**config.mk**
```make
export PLATFORM = sky130hd
export DESIGN_NAME = cdfre_out
export DESIGN_NICKNAME = d
export VERILOG_FILES = /design/src/rtl/cdfre_pkg.sv /design/src/rtl/cdfre_out.sv
export SDC_FILE = /design/constraint.sdc
export NUM_CORES = 1
export LEC_CHECK = 0
export BUFFER_PORTS_ARGS = -buffer_cell sky130_fd_sc_hd__buf_2
export CORE_ASPECT_RATIO = 1.25
export CORE_MARGIN = 2
export CORE_UTILIZATION = 50
export CTS_BUF_LIST = sky130_fd_sc_hd__clkbuf_16
export CTS_CLUSTER_DIAMETER = 120
export DETAILED_ROUTE_END_ITERATION = 10
export PLACE_DENSITY = 0.8
export SYNTH_ARGS = -nofsm -noshare
export SYNTH_HDL_FRONTEND = slang
export SYNTH_SLANG_ARGS = --single-unit
```
**constraint.sdc**
```tcl
create_clock -name clk -period 4.9 [get_ports clk]
set_clock_uncertainty 0.1 [all_clocks]
set_input_delay 0.49 -clock clk [delete_from_list [all_inputs] [get_ports clk]]
set_output_delay 0.49 -clock clk [all_outputs]
set_load 0.01 [all_outputs]
```
**src/rtl/cdfre_pkg.sv**
```systemverilog
// ----------------------------------------------------------------------------
// cdfre_pkg
// Shared types and codes of the cdf range encoder with escape coding.
// ----------------------------------------------------------------------------
package cdfre_pkg;

  // input opcodes
  localparam logic [1:0] OP_CDF = 2'd0;
  localparam logic [1:0] OP_LEN = 2'd1;
  localparam logic [1:0] OP_ENC = 2'd2;
  localparam logic [1:0] OP_FIN = 2'd3;

  // configuration register indexes
  localparam logic REG_PREC = 1'b0;
  localparam logic REG_ESC  = 1'b1;

  // command from the sequencer to the interval coder
  typedef struct packed {
    logic        start;
    logic        finish;
    logic [16:0] lo;
    logic [16:0] hi;
    logic [4:0]  prec;
  } cdfre_cmd_t;

  // one output item offered by the interval coder
  typedef struct packed {
    logic        valid;
    logic [7:0]  data;
    logic [15:0] rep;
  } cdfre_emit_t;

endpackage

```
**src/rtl/cdfre_out.sv**
```systemverilog
// ----------------------------------------------------------------------------
// cdfre_out
// Output stage: holds one item back so the final item of an input can be
// marked, and drives the result channel from a register.
// ----------------------------------------------------------------------------
module cdfre_out (
  input  logic                   clk,
  input  logic                   rst_n,
  input  cdfre_pkg::cdfre_emit_t emit,
  input  logic                   fin,
  output logic                   emit_ok,
  output logic                   out_tvalid,
  input  logic                   out_tready,
  output logic [23:0]            out_tdata,  // out_byte[7:0], repeat_res[23:8]
  output logic                   out_tlast   // last
);
  import cdfre_pkg::*;

  logic        hv_r, hv_nxt;
  logic [7:0]  hb_r, hb_nxt;
  logic [15:0] hr_r, hr_nxt;
  logic        ov_r, ov_nxt;
  logic [23:0] od_r, od_nxt;
  logic        ol_r, ol_nxt;
  logic        out_free;

  assign out_free = !ov_r || out_tready;
  assign emit_ok  = !hv_r || out_free;

  // hold register feeds the output register
  always_comb begin
    hv_nxt = hv_r;
    hb_nxt = hb_r;
    hr_nxt = hr_r;
    ov_nxt = ov_r && !out_tready;
    od_nxt = od_r;
    ol_nxt = ol_r;
    if (emit.valid && emit_ok) begin
      if (hv_r) begin
        ov_nxt = 1'b1;
        od_nxt = {hr_r, hb_r};
        ol_nxt = 1'b0;
      end
      hv_nxt = 1'b1;
      hb_nxt = emit.data;
      hr_nxt = emit.rep;
    end else if (fin && emit_ok) begin
      if (hv_r) begin
        ov_nxt = 1'b1;
        od_nxt = {hr_r, hb_r};
        ol_nxt = 1'b1;
      end
      hv_nxt = 1'b0;
    end
  end

  always_ff @(posedge clk) begin
    if (!rst_n) begin
      hv_r <= 1'b0;
      ov_r <= 1'b0;
    end else begin
      hv_r <= hv_nxt;
      ov_r <= ov_nxt;
    end
  end

  always_ff @(posedge clk) begin
    hb_r <= hb_nxt;
    hr_r <= hr_nxt;
    od_r <= od_nxt;
    ol_r <= ol_nxt;
  end

  assign out_tvalid = ov_r;
  assign out_tdata  = od_r;
  assign out_tlast  = ol_r;

endmodule

```
==> impl_metrics.csv <==
group,metric,value,unit
worst_setup_path,cp_top_family,"simple AND/OR/NAND/NOR gates",
synthesis,synthSimpleGateAreaFrac,0.0230,
synthesis,netlist_area,1580,um2
synthesis,async_flop_share,0,
global_routing,grt_pass1_wl,3860,um
cts,postCtsHoldBufs,0,
global_routing,grt_overflow,0,
floorplan,die_h,66.8,um
synthesis,synth_compound_area_frac,0.0174,
outcome,run_status,"finished clean",
sta,fin_tns_setup,0,ps
sta,setup_ws,3040,ps
sta,worst_slew_pin_slew,1130,ps
route,vias_per_cell,4.76,
floorplan,core_area,2970,um2
layout,fill_cells,195,
synthesis,ys.flop_type,"edfxtp_1",
route,wl_per_cell,16.4,um
synthesis,synth_top_area_share,0.932,
synthesis,muxShareOfSynthArea,0,
synthesis,ys_types,12,
placed_design,pre_cts_slack,2730,ps
worst_setup_path,r2r_cells,2,
route,vias,766,
worst_setup_path,worst-endpoint-required,4690,ps
hold_path,min_path_type,"primary input to register",
synthesis,yosys.area.top_type,"edfxtp_1",
synthesis,synth_edf_count,49,
synthesis,synth_fa_ha_area_frac,0,
layout,fin_area,2090,um2
run,cap_violations,0,
worst_setup_path,worst-path-buf-inv,0,
power_and_ir_drop,ir_drop,0.411,mV
placed_design,dp.cells,153,
floorplan,die_area,3630,um2
global_routing,grt_pass1_vias,791,
synthesis,synth_top_family_by_area,"simple AND/OR/NAND/NOR gates",
layout,stdcell_count,161,
cts,cts_resized,0,
worst_setup_path,cp-end-kind,"register",
sta,relSlewSlack,0.243,
sta,hold_violations,0,
layout,area_growth,32.4,%
cts,cts.sinks,51,
worst_setup_path,path_depth,2,
route,dr.pass1.iters,4,
cts,clk_path_buf_depth,2,
floorplan,rows,22,
floorplan,ioPinCount,56,
sta,clock.fmax,536,MHz
sta,setup_violations,0,
global_routing,track_usage,0.161,
hold_path,hold_depth,1,
synthesis,synth-xor-area-share,0,
floorplan,die_w,54.3,um
layout,fin_nets,153,
worst_setup_path,path_max_fanout,24,
synthesis,ys_top_cells_by_area,"edfxtp_1 (93%), dfxtp_1 (2.5%), nor2b_1 (0.79%)",
power_and_ir_drop,power,975,uW
power_and_ir_drop,p_leak,0.821,nW
cts,h-tree-depth,2,
route,antenna_left,0,
layout,n_antenna_cell,0,
synthesis,ys_ff_latch,51,
worst_setup_path,cp_slowest_cell,"nor2b_2",
cts,numCtsBuffers,5,
sta,period_needed,1860,ps
synthesis,synthTopCellsByCount,"edfxtp_1 (49), dfxtp_1 (2), nor2b_1 (2)",
synthesis,yosysWarningCount,0,
floorplan,initial_core_util,0.531,
route,drtIter0Drc,21,
sta,rsz0062_at_grt,"false",
sta,slew_viol_final,0,
worst_setup_path,crit_type,"register to register",
worst_setup_path,cp_cell_sequence,"nand2b_1 > nor2b_2",
cts,cts_tree,"built",
synthesis,ys_seq_area_frac,0.957,
placed_design,io_buffers,55,
global_routing,grt_max_degree,25,
cts,clk_pin_slew,60,ps
synthesis,syn_inst,62,
placed_design,place_area,1900,um2
placed_design,routabilityCongestion,0.846,
synthesis,yosysMostFrequentCell,"edfxtp_1",
layout,final_layout_size_suffix_gt1_frac,0.512,
global_routing,antenna_found_initial,0,
cts,cts_root_buf,"clkbuf_16",
sta,min_period_over_period,0.380,
cts,postCtsSetupBuffers,0,
route,routed_wl,2640,um
synthesis,avgSynthCellArea,25.5,um2
route,drc,0,
cts,clk_latency,280,ps
worst_setup_path,cpPeakStageDelay,920,ps
synthesis,syn_nets,91,
worst_setup_path,crit_path_start_kind,"register",
power_and_ir_drop,powerDensity,466,nW/um2
worst_setup_path,crit_arrival,1660,ps
-- registers in the layout, indices dropped and copies added, names as in the netlist --
| name | cells |
|---|---|
| out_tvalid | 1 |
| hr_r | 16 |
| out_tlast | 1 |
| out_tdata | 24 |
| hv_r | 1 |
| hb_r | 8 |
-- cell usage in the layout, fill, tap and decap left out --
master	n
dfxtp_1	2
nor2b_1	1
a31oi_1	1
o21ai_0	1
nand2b_1	1
a21boi_1	1
buf_2	55
and2_1	1
nand3b_1	1
bufinv_16	2
clkbuf_16	5
inv_1	2
nand2_1	1
nor2b_2	1
edfxtp_1	49
o21ai_2	1
-- kinds of logic after synthesis --
kind of cell,Yosys count
DFF,51
and+or+nand+nor,6
AOI/OAI and AO/OA,4
buffers and inverters,1
-- area by class of cell --
type | instances | area, um2 | area share
flip-flops and latches | 51 | 1510 | 0.723
inverters | 1 | 3.75 | 0.00180
multi-input cells | 10 | 66.3 | 0.0317
well taps | 36 | 45.0 | 0.0215
clock buffers | 5 | 125 | 0.0598
repair buffers | 55 | 275 | 0.132
clock inverters | 3 | 63.8 | 0.0305
-- per-layer routing --
metal | up-vias | wire length [um] | global-route usage
li1 | 366 | - | -
met1 | 364 | 1020 | 0.174
met2 | 32 | 1450 | 0.279
met3 | 4 | 116 | 0.0516
met4 | 0 | 53 | 0.0750
met5 | - | 0 | 0
-- worst paths after layout --
check,slack [ps],to,startpoint
max reg2reg,3040,out_tdata[12],out_tvalid
max,3040,out_tdata[12],out_tvalid
min reg2reg,320,out_tdata[2],hb_r[2]
min,280,hb_r[7],emit[23]
-- where the power goes --
part	switching (mW)	internal (mW)
Clock	0.134	0.290
Combinational	0.0230	0.0159
Sequential	0.00656	0.505
-- through the flow --
| step | hold slack [ps] | utilization |
|---|---|---|
| after floorplan | 300 | - |
| after global placement | 302 | 0.640 |
| after detailed placement | 305 | 0.640 |
| after CTS | 277 | 0.703 |
| after global routing | 271 | 0.703 |
| final | 283 | 0.703 |
(Power assumes the default switching activity.)
