File: src/rtl/cdfre_ram.sv
// ----------------------------------------------------------------------------
// cdfre_ram
// Generic single-write, single-read RAM with registered read data.
// ----------------------------------------------------------------------------
module cdfre_ram #(
  parameter int W = 8,
  parameter int D = 64,
  parameter int AW = (D > 1) ? $clog2(D) : 1
) (
  input  logic          clk,
  input  logic          we,
  input  logic [AW-1:0] waddr,
  input  logic [W-1:0]  wdata,
  input  logic [AW-1:0] raddr,
  output logic [W-1:0]  rdata
);

  logic [W-1:0] mem [D];

  // write port and registered read port
  always_ff @(posedge clk) begin
    if (we) begin
      mem[waddr] <= wdata;
    end
    rdata <= mem[raddr];
  end

endmodule

File: config.mk
export PLATFORM = sky130hd
export DESIGN_NAME = cdfre_ram
export DESIGN_NICKNAME = d
export VERILOG_FILES = /design/src/rtl/cdfre_ram.sv
export SDC_FILE = /design/constraint.sdc
export NUM_CORES = 1
export LEC_CHECK = 0
export ABC_CLOCK_PERIOD_IN_PS = 5400
export BUFFER_PORTS_ARGS = -buffer_cell sky130_fd_sc_hd__buf_2
export CAP_MARGIN = 20
export CELL_PAD_IN_SITES_DETAIL_PLACEMENT = 1
export CELL_PAD_IN_SITES_GLOBAL_PLACEMENT = 2
export CORE_UTILIZATION = 42
export DETAILED_ROUTE_END_ITERATION = 16
export PLACE_DENSITY = 0.78
export SYNTH_ARGS = -nofsm -noshare
export SYNTH_HDL_FRONTEND = slang
export SYNTH_SLANG_ARGS = --single-unit
File: constraint.sdc
create_clock -name clk -period 5.4 [get_ports clk]
set_input_delay 1.08 -clock clk [delete_from_list [all_inputs] [get_ports clk]]
set_output_delay 1.08 -clock clk [all_outputs]
set_load 0.01 [all_outputs]
==> run metrics, run 1 <==
status finished clean; gr usage total 19.8%; share of cells above drive strength 1 24.5%; H-tree depth 2; CP max-delay cell a221oi_1; Power, Total 8.28 mW; worst reg2reg endpoint rdata[2]$_DFF_P_; CTS tree built; vias in the first global route 10200; CP Capture Type flip-flop; CTS sink cnt 520; Detailed Route WL 47.6 mm; Final period util 57.7%; PwrDens 367 mW/mm²; starting density of the core 43.0%; first-pass GRT wire length 69.7 mm; clk_skew 29.0 ps; fmax 321 MHz; CP Launch Type input port; Fin. Hold Viols 0; Worst-Margin Slew 1040 ps; RSZ-0062 raised after global routing no; Post-Synthesis Cells 940; Hold Path Class reg -> reg; Reg2Reg Setup Slack 3220 ps; RePlAce Congestion 0.802; max-cap violations 0; CORE AREA 0.0470 mm²; Ys Warns 0; Die Y 221 µm; Post-CTS Hold Buffers 0; WP data required 5840 ps; Relative slew margins 30.7%; Detailed Place HPWL 29.1 mm; Synth Net Count 962; CP peak stage delay 750 ps; Stages on worst setup path 5; CP Class in -> reg; diode count 0; #FFs+latches synth 520; CP delay by family, top buffers and inverters; post-synth top area cell edfxtp_1; # DRC 0; Die Wd 221 µm; reg2reg path depth 4; setup bufs post-CTS 0; reg-to-reg startpoint mem[45][2]$_DFFE_PP_; fin nets 1016; drt pass-1 iters 5; fillcell total 4185; ys flop type edfxtp_1; Critical Path End rdata[1]$_DFF_P_; cts repair resizes 0; Max IR drop VDD 226 µV; Pleak 6.97 nW; syn_area_per_cell 21.5 µm²; GRT overflow 0; worst path bufs/invs 2; Num CTS Buffers 51; initial antenna violation count 2; Area Growth Syn to Fin 11.9%; Worst-path clk slew 60 ps; FP Rows 79; IO Port Bufs 29; Post-synth EDFFs 512; CTS max path bufs 3; cells along the critical path clkbuf_8 -> buf_4 -> mux2_2 -> a221oi_1 -> o2bb2ai_1; asr flop ratio synth 0%; largest net degree at the start of global routing 65; clock root buffer clkbuf_16; Finish-stage setup viols 0; largest cells by area after synthesis edfxtp_1 (76%), mux4_2 (14%), nor2_1 (1.5%); Setup crit start raddr[0]; Post-DRT Antenna Nets 0; DR vias 9536; fin crit period 3110 ps; synth unique cells 40; Vias/cell 5.81; Final Max Slew Viols 0; DR iter-0 viols 829; Clock Latency Late Sink 600 ps; Critical Path Fanout Max 53; Die ar. 0.0489 mm²; post-synth top area share 76.2%; arrival time worst endpoint 3560 ps; sequential area share after synthesis 77.0%; Top Ports 30; routed len/inst 29.0 µm; setup_tns 0 ps; Synth Cell Area 0.0202 mm²
==> routing by layer <==
layer / part of all wire, % / up-vias / routed length [µm] / GRT usage [%]
met5: 0.017 / - / 8 / 0
met4: 3.7 / 2 / 1740 / 8.53
met3: 5.5 / 87 / 2610 / 3.29
met2: 49 / 284 / 23200 / 31.7
met1: 42 / 5129 / 20000 / 26.9
li1: - / 4034 / - / -
==> through the flow <==
| stage | cells | util [%] | cell area, µm² | setup slack, ps | hold slack [ps] |
|---|---|---|---|---|---|
| 4_1_cts | 1638 | 48.0 | 22500 | 2290 | 868 |
| 3_5_place_dp | 1546 | 44.7 | 21000 | 1650 | 867 |
| 3_3_place_gp | 1545 | 44.6 | 20900 | 1660 | 841 |
| 2_1_floorplan | 940 | - | 20200 | 2650 | 718 |
| 6_report | 1640 | 48.1 | 22600 | 2290 | 856 |
| 5_1_grt | 1640 | 48.1 | 22600 | 2090 | 922 |
==> registers in the layout, summed over array words and instances (netlist names) <==
register and cells:
rdata 8, mem 512
==> worst min-delay path, stage by stage, from the launching register on <==
cell and delay [ps]:
edfxtp_1 320, mux4_2 250, o22ai_1 100, nand2_1 80, o2bb2ai_1 100
==> layout by cell type, fill, tap and decap left out, types with 4 or more instances in the layout <==
cell type / netlist / routed
a221oi_1: 6 / 6
clkbuf_1: 17 / 10
nor2_1: 83 / 83
buf_4: 13 / 20
nand2_1: 19 / 19
a211oi_1: 4 / 4
clkbuf_16: 0 / 53
dfxtp_1: 8 / 8
nand2b_1: 7 / 7
mux4_2: 126 / 126
clkinv_1: 0 / 22
nor2b_1: 14 / 14
nand3_1: 13 / 13
buf_2: 11 / 26
mux2_2: 13 / 13
mux2i_1: 23 / 23
o22ai_1: 8 / 8
o221ai_1: 8 / 8
nor3_1: 7 / 7
buf_12: 2 / 4
edfxtp_1: 512 / 512
clkinv_2: 0 / 4
==> layout make-up <==
type	count	area (µm²)	area share, %
Sequential cell	520	15500	68.8
Multi-Input combinational cell	369	4320	19.1
Clock buffer	63	1360	6.04
Tap cell	607	759	3.37
Timing Repair Buffer	52	402	1.78
Clock inverter	29	193	0.854
==> worst min-delay path by stage <==
stage	from	to	depth (start not counted)
2_1_floorplan	mem[34][0]$_DFFE_PP_	rdata[0]$_DFF_P_	4
3_3_place_gp	mem[18][2]$_DFFE_PP_	rdata[2]$_DFF_P_	4
3_5_place_dp	mem[22][2]$_DFFE_PP_	rdata[2]$_DFF_P_	4
4_1_cts	mem[22][2]$_DFFE_PP_	rdata[2]$_DFF_P_	4
5_1_grt	mem[18][1]$_DFFE_PP_	rdata[1]$_DFF_P_	4
6_report	mem[18][2]$_DFFE_PP_	rdata[2]$_DFF_P_	4
==> cells by family (layout without fill, tap and decap cells) <==
family	count (synthesis)	count (layout)	synth area share, %
mux	162	162	15.9
flops	520	520	77.0
buf+inv	51	144	1.57
compound gates	54	54	2.07
simple gates	153	153	3.39
==> cells in the mapped netlist, types with 4 or more instances <==
| library cell | instances |
|---|---|
| edfxtp_1 | 512 |
| mux4_2 | 126 |
| nor2_1 | 83 |
| mux2i_1 | 23 |
| nand2_1 | 19 |
| clkbuf_1 | 17 |
| nor2b_1 | 14 |
| buf_4 | 13 |
| mux2_2 | 13 |
| nand3_1 | 13 |
| buf_2 | 11 |
| dfxtp_1 | 8 |
| o221ai_1 | 8 |
| o22ai_1 | 8 |
| nand2b_1 | 7 |
| nor3_1 | 7 |
| a221oi_1 | 6 |
| a211oi_1 | 4 |
| buf_1 | 4 |
| buf_6 | 4 |
==> where the power goes <==
part	leakage (nW)	total [mW]	switching, mW	internal [mW]
registers	4.67	4.48	0.0168	4.47
clock network	0.757	3.37	1.46	1.92
logic	1.54	0.420	0.263	0.157
total	6.97	8.28	1.73	6.54
Note: power is estimated with default switching activity, not from simulation.
==> run 2: changes to the inputs <==
--- a/config.mk
+++ b/config.mk
@@ -5,14 +5,14 @@
 export SDC_FILE = /design/constraint.sdc
 export NUM_CORES = 1
 export LEC_CHECK = 0
-export ABC_CLOCK_PERIOD_IN_PS = 5400
+export ABC_CLOCK_PERIOD_IN_PS = 2850
 export BUFFER_PORTS_ARGS = -buffer_cell sky130_fd_sc_hd__buf_2
 export CAP_MARGIN = 20
 export CELL_PAD_IN_SITES_DETAIL_PLACEMENT = 1
 export CELL_PAD_IN_SITES_GLOBAL_PLACEMENT = 2
 export CORE_UTILIZATION = 42
 export DETAILED_ROUTE_END_ITERATION = 16
-export PLACE_DENSITY = 0.78
+export PLACE_DENSITY = 0.81
 export SYNTH_ARGS = -nofsm -noshare
 export SYNTH_HDL_FRONTEND = slang
 export SYNTH_SLANG_ARGS = --single-unit
==> constraint.sdc (replaced) <==
create_clock -name clk -period 2.85 [get_ports clk]
set_input_delay 0.57 -clock clk [delete_from_list [all_inputs] [get_ports clk]]
set_output_delay 0.57 -clock clk [all_outputs]
set_load 0.01 [all_outputs]
==> run metrics, run 2 (synthesis gave the netlist of run 1 again) <==
met1 usage 28.3%; routed len/inst 28.7 µm; H-tree depth 2; fin crit period 2490 ps; cts repair resizes 0; gr usage total 20.7%; sequential power share 54.2%; Internal 12.3 mW; CP peak stage delay 890 ps; worst path bufs/invs 3; Post-CTS Hold Buffers 0; CTS max path bufs 3; DR vias 9999; RePlAce Congestion 0.809; share of cells above drive strength 1 32.3%; initial antenna violation count 1; Pleak 7.48 nW; fmax 401 MHz; drt pass-1 iters 5; Area Growth Syn to Fin 15.6%; most frequent cells in the layout edfxtp_1 (512), mux4_2 (126), buf_4 (108); first-pass GRT wire length 73.6 mm; fillcell total 4169; top flop regs mem x512, rdata x8; CP Launch Type input port; Power, Total 15.7 mW; cells along the critical path clkbuf_8 -> buf_12 -> buf_12 -> mux4_2 -> a2111oi_0 -> o41ai_1; met2 usage 34.9%; PwrDens 672 mW/mm²; status finished clean; CORE AREA 0.0470 mm²; Net Sw Frac 21.5%; Critical Path Fanout Max 25; vias in the first global route 10700; CP Class in -> reg; diode count 0; Hold Path Class in -> reg; Detailed Route WL 49.8 mm; M3 GR Usage 2.62%; most used cell, CP buf_12; Vias/cell 5.76; # DRC 0; Worst-path clk slew 70 ps; fin nets 1109; Die ar. 0.0489 mm²; CTS tree built; Detailed Place HPWL 32.7 mm; RSZ-0062 raised after global routing no; Finish-stage setup viols 0; WP data required 3290 ps; Die Wd 221 µm; clock root buffer clkbuf_16; Clock Latency Late Sink 590 ps; setup bufs post-CTS 0; Final period util 87.5%; Final Max Slew Viols 0; largest net degree at the start of global routing 65; Fin. Hold Viols 0; CTS sink cnt 520; commonest non-fill, non-tap cell in the layout edfxtp_1; GRT overflow 0; max-cap violations 0; Worst-Margin Slew 972 ps; CP max-delay cell a2111oi_0; P_sw 3.37 mW; Comb power frac 5.5%; setup_tns 0 ps; arrival time worst endpoint 2930 ps; Post-DRT Antenna Nets 0; clk_skew 13.5 ps; CP delay by family, top compound AO/OA/AOI/OAI gates; Die Y 221 µm; Top reg by flops mem; CP Capture Type flip-flop; DR iter-0 viols 1036; Num CTS Buffers 51; IO Port Bufs 29; Max IR drop VDD 401 µV; power share of the clock group 40.3%; Top Ports 30; most used routing layer met2; Relative slew margins 33.5%; FP Rows 79; max reg flops 512; starting density of the core 43.0%
run 2: per-stage QoR:
| step | hold slack, ps | worst slack, ps | util, % | std cells | cell area, µm² |
|---|---|---|---|---|---|
| floorplan | 669 | 612 | - | 940 | 20200 |
| global placement | 846 | -238 | 46.4 | 1641 | 21800 |
| detailed placement | 873 | -308 | 46.4 | 1641 | 21800 |
| CTS | 467 | 307 | 49.7 | 1735 | 23300 |
| global route | 493 | 317 | 49.7 | 1735 | 23300 |
| finish | 477 | 357 | 49.7 | 1735 | 23300 |
run 2: power groups by stage:
stage | clock, mW | sequential [mW] | combinational, mW
floorplan | 0 | 8.65 | 0.451
global placement | 0 | 8.65 | 0.831
detailed placement | 0 | 8.66 | 0.864
CTS | 6.44 | 8.49 | 0.869
global route | 6.68 | 8.49 | 0.910
finish | 6.32 | 8.49 | 0.856
run 2: worst paths after layout:
path | start | to | slack [ps] | cells after the start
worst max register to register | mem[2][5]$_DFFE_PP_ | rdata[5]$_DFF_P_ | 640 | 4
worst min register to register | mem[18][0]$_DFFE_PP_ | rdata[0]$_DFF_P_ | 890 | 4
worst min-delay path | wdata[1] | mem[26][1]$_DFFE_PP_ | 480 | 1
worst max-delay path | raddr[0] | rdata[5]$_DFF_P_ | 360 | 6
run 2: cell type report:
| cell class | count | area (µm²) | area share, % |
|---|---|---|---|
| Sequential cell | 520 | 15500 | 66.6 |
| Multi-Input combinational cell | 369 | 4320 | 18.5 |
| Clock buffer | 64 | 1370 | 5.86 |
| Timing Repair Buffer | 145 | 1150 | 4.95 |
| Tap cell | 607 | 759 | 3.26 |
| Clock inverter | 30 | 186 | 0.799 |
run 2: routing by layer:
| layer | up-vias | wire length (µm) | part of all wire, % |
|---|---|---|---|
| met1 | 5413 | 20900 | 42 |
| met4 | 0 | 1190 | 2.4 |
| met2 | 289 | 25200 | 51 |
| li1 | 4224 | - | - |
| met3 | 73 | 2440 | 4.9 |
| met5 | - | 0 | 0 |
