==> src/rtl/cdfre_pkg.sv <==
// ----------------------------------------------------------------------------
// cdfre_pkg
// Shared types and codes of the cdf range encoder with escape coding.
// ----------------------------------------------------------------------------
package cdfre_pkg;

  // input opcodes
  localparam logic [1:0] OP_CDF = 2'd0;
  localparam logic [1:0] OP_LEN = 2'd1;
  localparam logic [1:0] OP_ENC = 2'd2;
  localparam logic [1:0] OP_FIN = 2'd3;

  // configuration register indexes
  localparam logic REG_PREC = 1'b0;
  localparam logic REG_ESC  = 1'b1;

  // command from the sequencer to the interval coder
  typedef struct packed {
    logic        start;
    logic        finish;
    logic [16:0] lo;
    logic [16:0] hi;
    logic [4:0]  prec;
  } cdfre_cmd_t;

  // one output item offered by the interval coder
  typedef struct packed {
    logic        valid;
    logic [7:0]  data;
    logic [15:0] rep;
  } cdfre_emit_t;

endpackage

==> src/rtl/cdfre_coder.sv <==
// ----------------------------------------------------------------------------
// cdfre_coder
// Interval coder: scales low and range by one symbol, renormalizes 16 bits,
// defers carries, flushes on finish, offers produced bytes one at a time.
// ----------------------------------------------------------------------------
module cdfre_coder (
  input  logic                  clk,
  input  logic                  rst_n,
  input  cdfre_pkg::cdfre_cmd_t cmd,
  input  logic                  emit_ok,
  output cdfre_pkg::cdfre_emit_t emit,
  output logic                  done
);
  import cdfre_pkg::*;

  typedef enum logic [5:0] {
    C_IDLE = 6'b000001,
    C_MULA = 6'b000010,
    C_MULB = 6'b000100,
    C_UPD  = 6'b001000,
    C_DEC  = 6'b010000,
    C_EMIT = 6'b100000
  } cst_t;

  cst_t         st_r, st_nxt;
  logic [31:0]  low_r, low_nxt;
  logic [31:0]  rng_r, rng_nxt;
  logic [15:0]  pw_r, pw_nxt;
  logic [15:0]  run_r, run_nxt;
  logic         wrap_r, wrap_nxt;
  logic [16:0]  lo_r, lo_nxt;
  logic [16:0]  hi_r, hi_nxt;
  logic [4:0]   prec_r, prec_nxt;
  logic [32:0]  size_r, size_nxt;
  logic [49:0]  prod_r, prod_nxt;
  logic [31:0]  a_r, a_nxt;
  logic [7:0]   sb_r [5];
  logic [7:0]   sb_nxt [5];
  logic [15:0]  sr_r [5];
  logic [15:0]  sr_nxt [5];
  logic [2:0]   cnt_r, cnt_nxt;
  logic [2:0]   idx_r, idx_nxt;

  // step sequencing and interval arithmetic
  always_comb begin
    logic [16:0] full;
    logic [16:0] l;
    logic [16:0] h;
    logic [15:0] mid;
    logic [31:0] b;
    logic [31:0] lown;
    logic [32:0] sum;
    logic [15:0] w;
    logic [7:0]  fill;
    logic [15:0] top;
    logic [31:0] nl;
    logic [31:0] nr;
    logic [2:0]  k;
    st_nxt   = st_r;
    low_nxt  = low_r;
    rng_nxt  = rng_r;
    pw_nxt   = pw_r;
    run_nxt  = run_r;
    wrap_nxt = wrap_r;
    lo_nxt   = lo_r;
    hi_nxt   = hi_r;
    prec_nxt = prec_r;
    size_nxt = size_r;
    prod_nxt = prod_r;
    a_nxt    = a_r;
    sb_nxt   = sb_r;
    sr_nxt   = sr_r;
    cnt_nxt  = cnt_r;
    idx_nxt  = idx_r;
    done     = 1'b0;
    emit     = '0;
    full = '0; l = '0; h = '0; mid = '0; b = '0; lown = '0; sum = '0;
    w = '0; fill = '0; top = '0; nl = '0; nr = '0; k = '0;
    unique case (st_r)
      C_IDLE: begin
        if (cmd.start) begin
          // saturate the bounds into the precision
          full = 17'd1 << cmd.prec;
          l = (cmd.lo > full) ? full : cmd.lo;
          h = (cmd.hi > full) ? full : cmd.hi;
          if (h <= l) begin
            if (l >= full) begin
              l = full - 17'd1;
              h = full;
            end else begin
              h = l + 17'd1;
            end
          end
          lo_nxt   = l;
          hi_nxt   = h;
          prec_nxt = cmd.prec;
          size_nxt = {1'b0, rng_r} + 33'd1;
          st_nxt   = C_MULA;
        end else if (cmd.finish) begin
          // flush the interval, then clear the coder
          if (pw_r != 16'd0) begin
            sb_nxt[k] = pw_r[15:8];
            sr_nxt[k] = 16'd1;
            k = k + 3'd1;
            if (pw_r[7:0] != 8'd0) begin
              sb_nxt[k] = pw_r[7:0];
              sr_nxt[k] = 16'd1;
              k = k + 3'd1;
            end
          end else if (low_r != 32'd0) begin
            mid = 16'((low_r - 32'd1) >> 16) + 16'd1;
            sb_nxt[k] = mid[15:8];
            sr_nxt[k] = 16'd1;
            k = k + 3'd1;
            if (mid[7:0] != 8'd0) begin
              sb_nxt[k] = mid[7:0];
              sr_nxt[k] = 16'd1;
              k = k + 3'd1;
            end
          end
          low_nxt = '0;
          rng_nxt = '1;
          pw_nxt  = '0;
          run_nxt = '0;
          cnt_nxt = k;
          idx_nxt = '0;
          st_nxt  = C_EMIT;
        end
      end
      C_MULA: begin
        prod_nxt = size_r * lo_r;
        st_nxt   = C_MULB;
      end
      C_MULB: begin
        a_nxt    = 32'(prod_r >> prec_r);
        prod_nxt = size_r * hi_r;
        st_nxt   = C_UPD;
      end
      C_UPD: begin
        b        = 32'(prod_r >> prec_r) - 32'd1;
        lown     = low_r + a_r;
        low_nxt  = lown;
        rng_nxt  = b - a_r;
        wrap_nxt = (lown < a_r);
        st_nxt   = C_DEC;
      end
      C_DEC: begin
        sum = {1'b0, low_r} + {1'b0, rng_r};
        if (sum[32]) begin
          // interval straddles the top: grow the carry run
          if (rng_r[31:16] == 16'd0) begin
            low_nxt = {low_r[15:0], 16'd0};
            rng_nxt = {rng_r[15:0], 16'hFFFF};
            run_nxt = (run_r > 16'hFFFD) ? 16'hFFFF : run_r + 16'd2;
          end
        end else begin
          // release the deferred word and its run
          if (pw_r != 16'd0) begin
            w    = wrap_r ? pw_r : pw_r - 16'd1;
            fill = wrap_r ? 8'h00 : 8'hFF;
            sb_nxt[k] = w[15:8];
            sr_nxt[k] = 16'd1;
            k = k + 3'd1;
            sb_nxt[k] = w[7:0];
            sr_nxt[k] = 16'd1;
            k = k + 3'd1;
            if (run_r != 16'd0) begin
              sb_nxt[k] = fill;
              sr_nxt[k] = run_r;
              k = k + 3'd1;
            end
            pw_nxt  = '0;
            run_nxt = '0;
          end
          // renormalize by 16 bits
          if (rng_r[31:16] == 16'd0) begin
            top = low_r[31:16];
            nl  = {low_r[15:0], 16'd0};
            nr  = {rng_r[15:0], 16'hFFFF};
            low_nxt = nl;
            rng_nxt = nr;
            sum = {1'b0, nl} + {1'b0, nr};
            if (!sum[32]) begin
              sb_nxt[k] = top[15:8];
              sr_nxt[k] = 16'd1;
              k = k + 3'd1;
              sb_nxt[k] = top[7:0];
              sr_nxt[k] = 16'd1;
              k = k + 3'd1;
            end else begin
              pw_nxt  = top + 16'd1;
              run_nxt = '0;
            end
          end
        end
        cnt_nxt = k;
        idx_nxt = '0;
        st_nxt  = C_EMIT;
      end
      C_EMIT: begin
        // hand the collected bytes over one at a time
        if (idx_r == cnt_r) begin
          done   = 1'b1;
          st_nxt = C_IDLE;
        end else begin
          emit.valid = 1'b1;
          emit.data  = sb_r[idx_r];
          emit.rep   = sr_r[idx_r];
          if (emit_ok) begin
            idx_nxt = idx_r + 3'd1;
          end
        end
      end
      default: st_nxt = C_IDLE;
    endcase
  end

  // control and coder state
  always_ff @(posedge clk) begin
    if (!rst_n) begin
      st_r  <= C_IDLE;
      low_r <= '0;
      rng_r <= '1;
      pw_r  <= '0;
      run_r <= '0;
      cnt_r <= '0;
      idx_r <= '0;
    end else begin
      st_r  <= st_nxt;
      low_r <= low_nxt;
      rng_r <= rng_nxt;
      pw_r  <= pw_nxt;
      run_r <= run_nxt;
      cnt_r <= cnt_nxt;
      idx_r <= idx_nxt;
    end
  end

  // working registers
  always_ff @(posedge clk) begin
    wrap_r <= wrap_nxt;
    lo_r   <= lo_nxt;
    hi_r   <= hi_nxt;
    prec_r <= prec_nxt;
    size_r <= size_nxt;
    prod_r <= prod_nxt;
    a_r    <= a_nxt;
    sb_r   <= sb_nxt;
    sr_r   <= sr_nxt;
  end

endmodule

==> config.mk <==
export PLATFORM = sky130hd
export DESIGN_NAME = cdfre_coder
export DESIGN_NICKNAME = d
export VERILOG_FILES = /design/src/rtl/cdfre_pkg.sv /design/src/rtl/cdfre_coder.sv
export SDC_FILE = /design/constraint.sdc
export NUM_CORES = 2
export LEC_CHECK = 0
export BUFFER_PORTS_ARGS = -buffer_cell sky130_fd_sc_hd__clkbuf_2
export CORE_AREA = 4 4 306 428
export CTS_CLUSTER_SIZE = 24
export DETAILED_ROUTE_END_ITERATION = 12
export DIE_AREA = 0 0 310 432
export GPL_ROUTABILITY_DRIVEN = 0
export HOLD_SLACK_MARGIN = 0.03
export PLACE_DENSITY = 0.68
export SLEW_MARGIN = 25
export SYNTH_ARGS = -nofsm -noshare
export SYNTH_HDL_FRONTEND = slang
export SYNTH_SLANG_ARGS = --single-unit
==> constraint.sdc <==
create_clock -name clk -period 11.6 [get_ports clk]
set_clock_uncertainty 0.05 [all_clocks]
set_input_delay 3.48 -clock clk [delete_from_list [all_inputs] [get_ports clk]]
set_output_delay 3.48 -clock clk [all_outputs]
set_load 0.05 [all_outputs]
==> impl_results.md <==
- Chip Width: 310 microns
- Worst hold path cell count: 2
- Final net count: 8434
- Synth Net Count: 8592
- Yosys reg bits: 383
- Commonest non-fill, non-tap cell in the layout: inv_1
- Post-synth top flop: edfxtp_1
- Top delay family on crit path: compound AO/OA/AOI/OAI gates
- DP Cell Count: 8612
- Hold Buf Count CTS: 0
- Starting density of the core: 49.53%
- Ys async rst share: 0%
- RSZ-0062 raised after global routing: false
- Fraction of layout cells with a size suffix above 1: 5.378%
- Via count: 51000
- First-pass GRT wire length: 298800 microns
- Row count: 155
- Hold WS: 0.4573 ns
- Vias in the first global route: 54220
- Wire length on met1: 65840 microns
- Setup TNS: 0 ns
- Antenna violations before repair: 3
- DRT Pass-1 Iters: 6
- Largest net degree at the start of global routing: 73
- Crit end category: register
- Antenna-violating nets left: 0
- I/O Buffers: 69
- Fillers: 11730
- Wirelength per Cell: 21.62 microns
- Cts bufs inserted: 45
- CTS tree: done
- Final hold vios: 0
- Relative slew slack: 26.37%
- Max layer used: met5
- Post-CTS resize count: 0
- Cells after Synth: 7169
- Setup Crit Path Kind: input pin to register
- Run status: finished clean
- Post-CTS setup buffer count: 0
- Post-layout min period: 9.857 ns
- # IOs: 70
- Root buffer cell: clkbuf_16
- Max-slew violation count: 0
- Final wirelength: 188000 microns
- CP Buf/Inv Count: 5
- Count of different cell masters after synthesis: 91
- WP depth: 26
- CTS sink cnt: 383
- Critical Path Max Stage Delay: 0.58 ns
- Max Clk Rate: 101.5 MHz
- Post-Syn Area: 0.06301 sq mm
- Clock tree buffer depth: 3
- Clock transition at the registers of the reported paths: 0.06 ns
- Most frequent cells in the layout: inv_1 (1230), nand2_1 (1068), fa_1 (930), and2_1 (491), ha_1 (449)
- Final Util: 52.24%
- DIE HEIGHT: 432 microns
- Maxcap violations: 0
- Least-Margin Pin Slew: 1.104 ns
- Sequential share of the synthesized area: 16.54%
- DPL Wire Length: 141700 microns
- Hold Path Class: register to register
- Yosys warns: 0
- Part of the cycle the worst path needs: 84.97%
- Final setup vio count: 0
- Crit-path most repeated cell: a21o_1
- Clock Latency Late Sink: 0.63 ns
- Worst path slowest cell: or3b_2
- Worst Path Max Fanout: 31
- Synth-to-Final Area Change: 5.480%
- Post-synth EDFFs: 275
- Tot GR Track Use: 28.55%
- Iteration-0 DRC Markers: 3455
- Total grt overflow: 0
- Post-route DRC: 0
- Total length of routed met3 wires: 12240 microns
- Via density: 5.865
- Die area: 0.1339 sq mm
- WP data required: 11.89 ns
- CORE AREA: 0.1272 sq mm
- Finished Layout Cells: 8696
- Met2 WL: 93340 microns
- Critical path startpoint category: input pin
- Worst EP arrival: 10.15 ns
- CTS H-tree depth: 2
- Average footprint of a synthesized cell: 8.789 sq um
- Cells on worst reg2reg path: 21
## stage by stage
| step | setup slack (ns) | area, sq um |
|---|---|---|
| 2_1_floorplan | 2.438 | 63010 |
| 3_3_place_gp | 1.353 | 64870 |
| 3_5_place_dp | 1.223 | 64880 |
| 4_1_cts | 1.851 | 66430 |
| 5_1_grt | 1.539 | 66460 |
| 6_report | 1.743 | 66460 |
## final cells by class
cell class	count	area [sq um]	area share (%)
diodes	1	2.502	0.003765
clock buffers	54	1170	1.760
clock inverters	29	377.9	0.5685
inverters	1235	4637	6.977
multi-input cells	5158	46550	70.04
flip-flops and latches	383	10420	15.68
well taps	1648	2062	3.102
repair buffers	188	1242	1.869
## synth_stat cells, types with 51 or more instances
| cell type | count | area share [%] |
|---|---|---|
| a21o_1 | 134 | 1.6 |
| a21oi_1 | 275 | 2.2 |
| and2_1 | 492 | 4.9 |
| and3_1 | 61 | 0.61 |
| clkbuf_1 | 359 | 2.1 |
| dfxtp_1 | 108 | 3.4 |
| edfxtp_1 | 275 | 13 |
| fa_1 | 930 | 30 |
| ha_1 | 449 | 8.9 |
| inv_1 | 1230 | 7.3 |
| mux2i_1 | 105 | 1.7 |
| nand2_1 | 1068 | 6.4 |
| nand3_1 | 103 | 0.82 |
| nand4_1 | 53 | 0.53 |
| nor2_1 | 307 | 1.8 |
| nor2b_1 | 65 | 0.65 |
| nor3_1 | 51 | 0.41 |
| o21ai_0 | 190 | 1.5 |
| xnor2_1 | 138 | 1.9 |
| xor2_1 | 93 | 1.3 |
## per-layer routing
| metal | global-route usage [%] | up-vias |
|---|---|---|
| met5 | 0 | - |
| met4 | 20.52 | 2 |
| met3 | 4.055 | 809 |
| met2 | 50.35 | 2080 |
| met1 | 31.32 | 25440 |
| li1 | - | 22670 |
## worst paths after layout
check | startpoint | to | slack, ns
worst max-delay path | cmd[4] | hi_r[14] | 1.74
worst min-delay path | st_r[1] | st_r[2] | 0.46
worst max register to register | size_r[23] | prod_r[47] | 3.47
worst min register to register | st_r[1] | st_r[2] | 0.46
## logic make-up after synthesis
logic type | Yosys count | synth area share (%)
multiplexers | 179 | 3.884
buffers and inverters | 1628 | 9.730
AND/OR/NAND/NOR | 2340 | 17.66
flip-flops | 383 | 16.54
AO/OA/AOI/OAI | 1029 | 10.51
adder cells (fa/ha/maj) | 1379 | 38.46
XOR/XNOR | 231 | 3.211
## sequential cells by signal (all words and copies together) (netlist names), named ones only
register / cells
st_r: 6
low_r: 32
idx_r: 3
prod_r: 50
rng_r: 32
cnt_r: 3
run_r: 16
wrap_r: 1
pw_r: 16
sr_r: 80
prec_r: 5
hi_r: 17
size_r: 33
lo_r: 17
sb_r: 24
a_r: 32
## worst register-to-register path, stage by stage (launching register included)
cell and delay, ns:
edfxtp_1 1.05, buf_4 0.49, nand2_1 0.14, fa_1 0.53, fa_1 0.51, fa_1 0.51
inv_1 0.06, fa_1 0.50, fa_1 0.51, inv_1 0.05, fa_1 0.50, inv_1 0.05
ha_1 0.37, a21o_1 0.20, a221oi_1 0.42, nor2_1 0.10, a41oi_1 0.30, o21ai_1 0.21
a31oi_2 0.67, o21bai_1 0.19, xor2_1 0.19, a211o_1 0.30
Power is not shown: default switching activity piles up to over one toggle a cycle in this logic, so the estimate is an artifact.
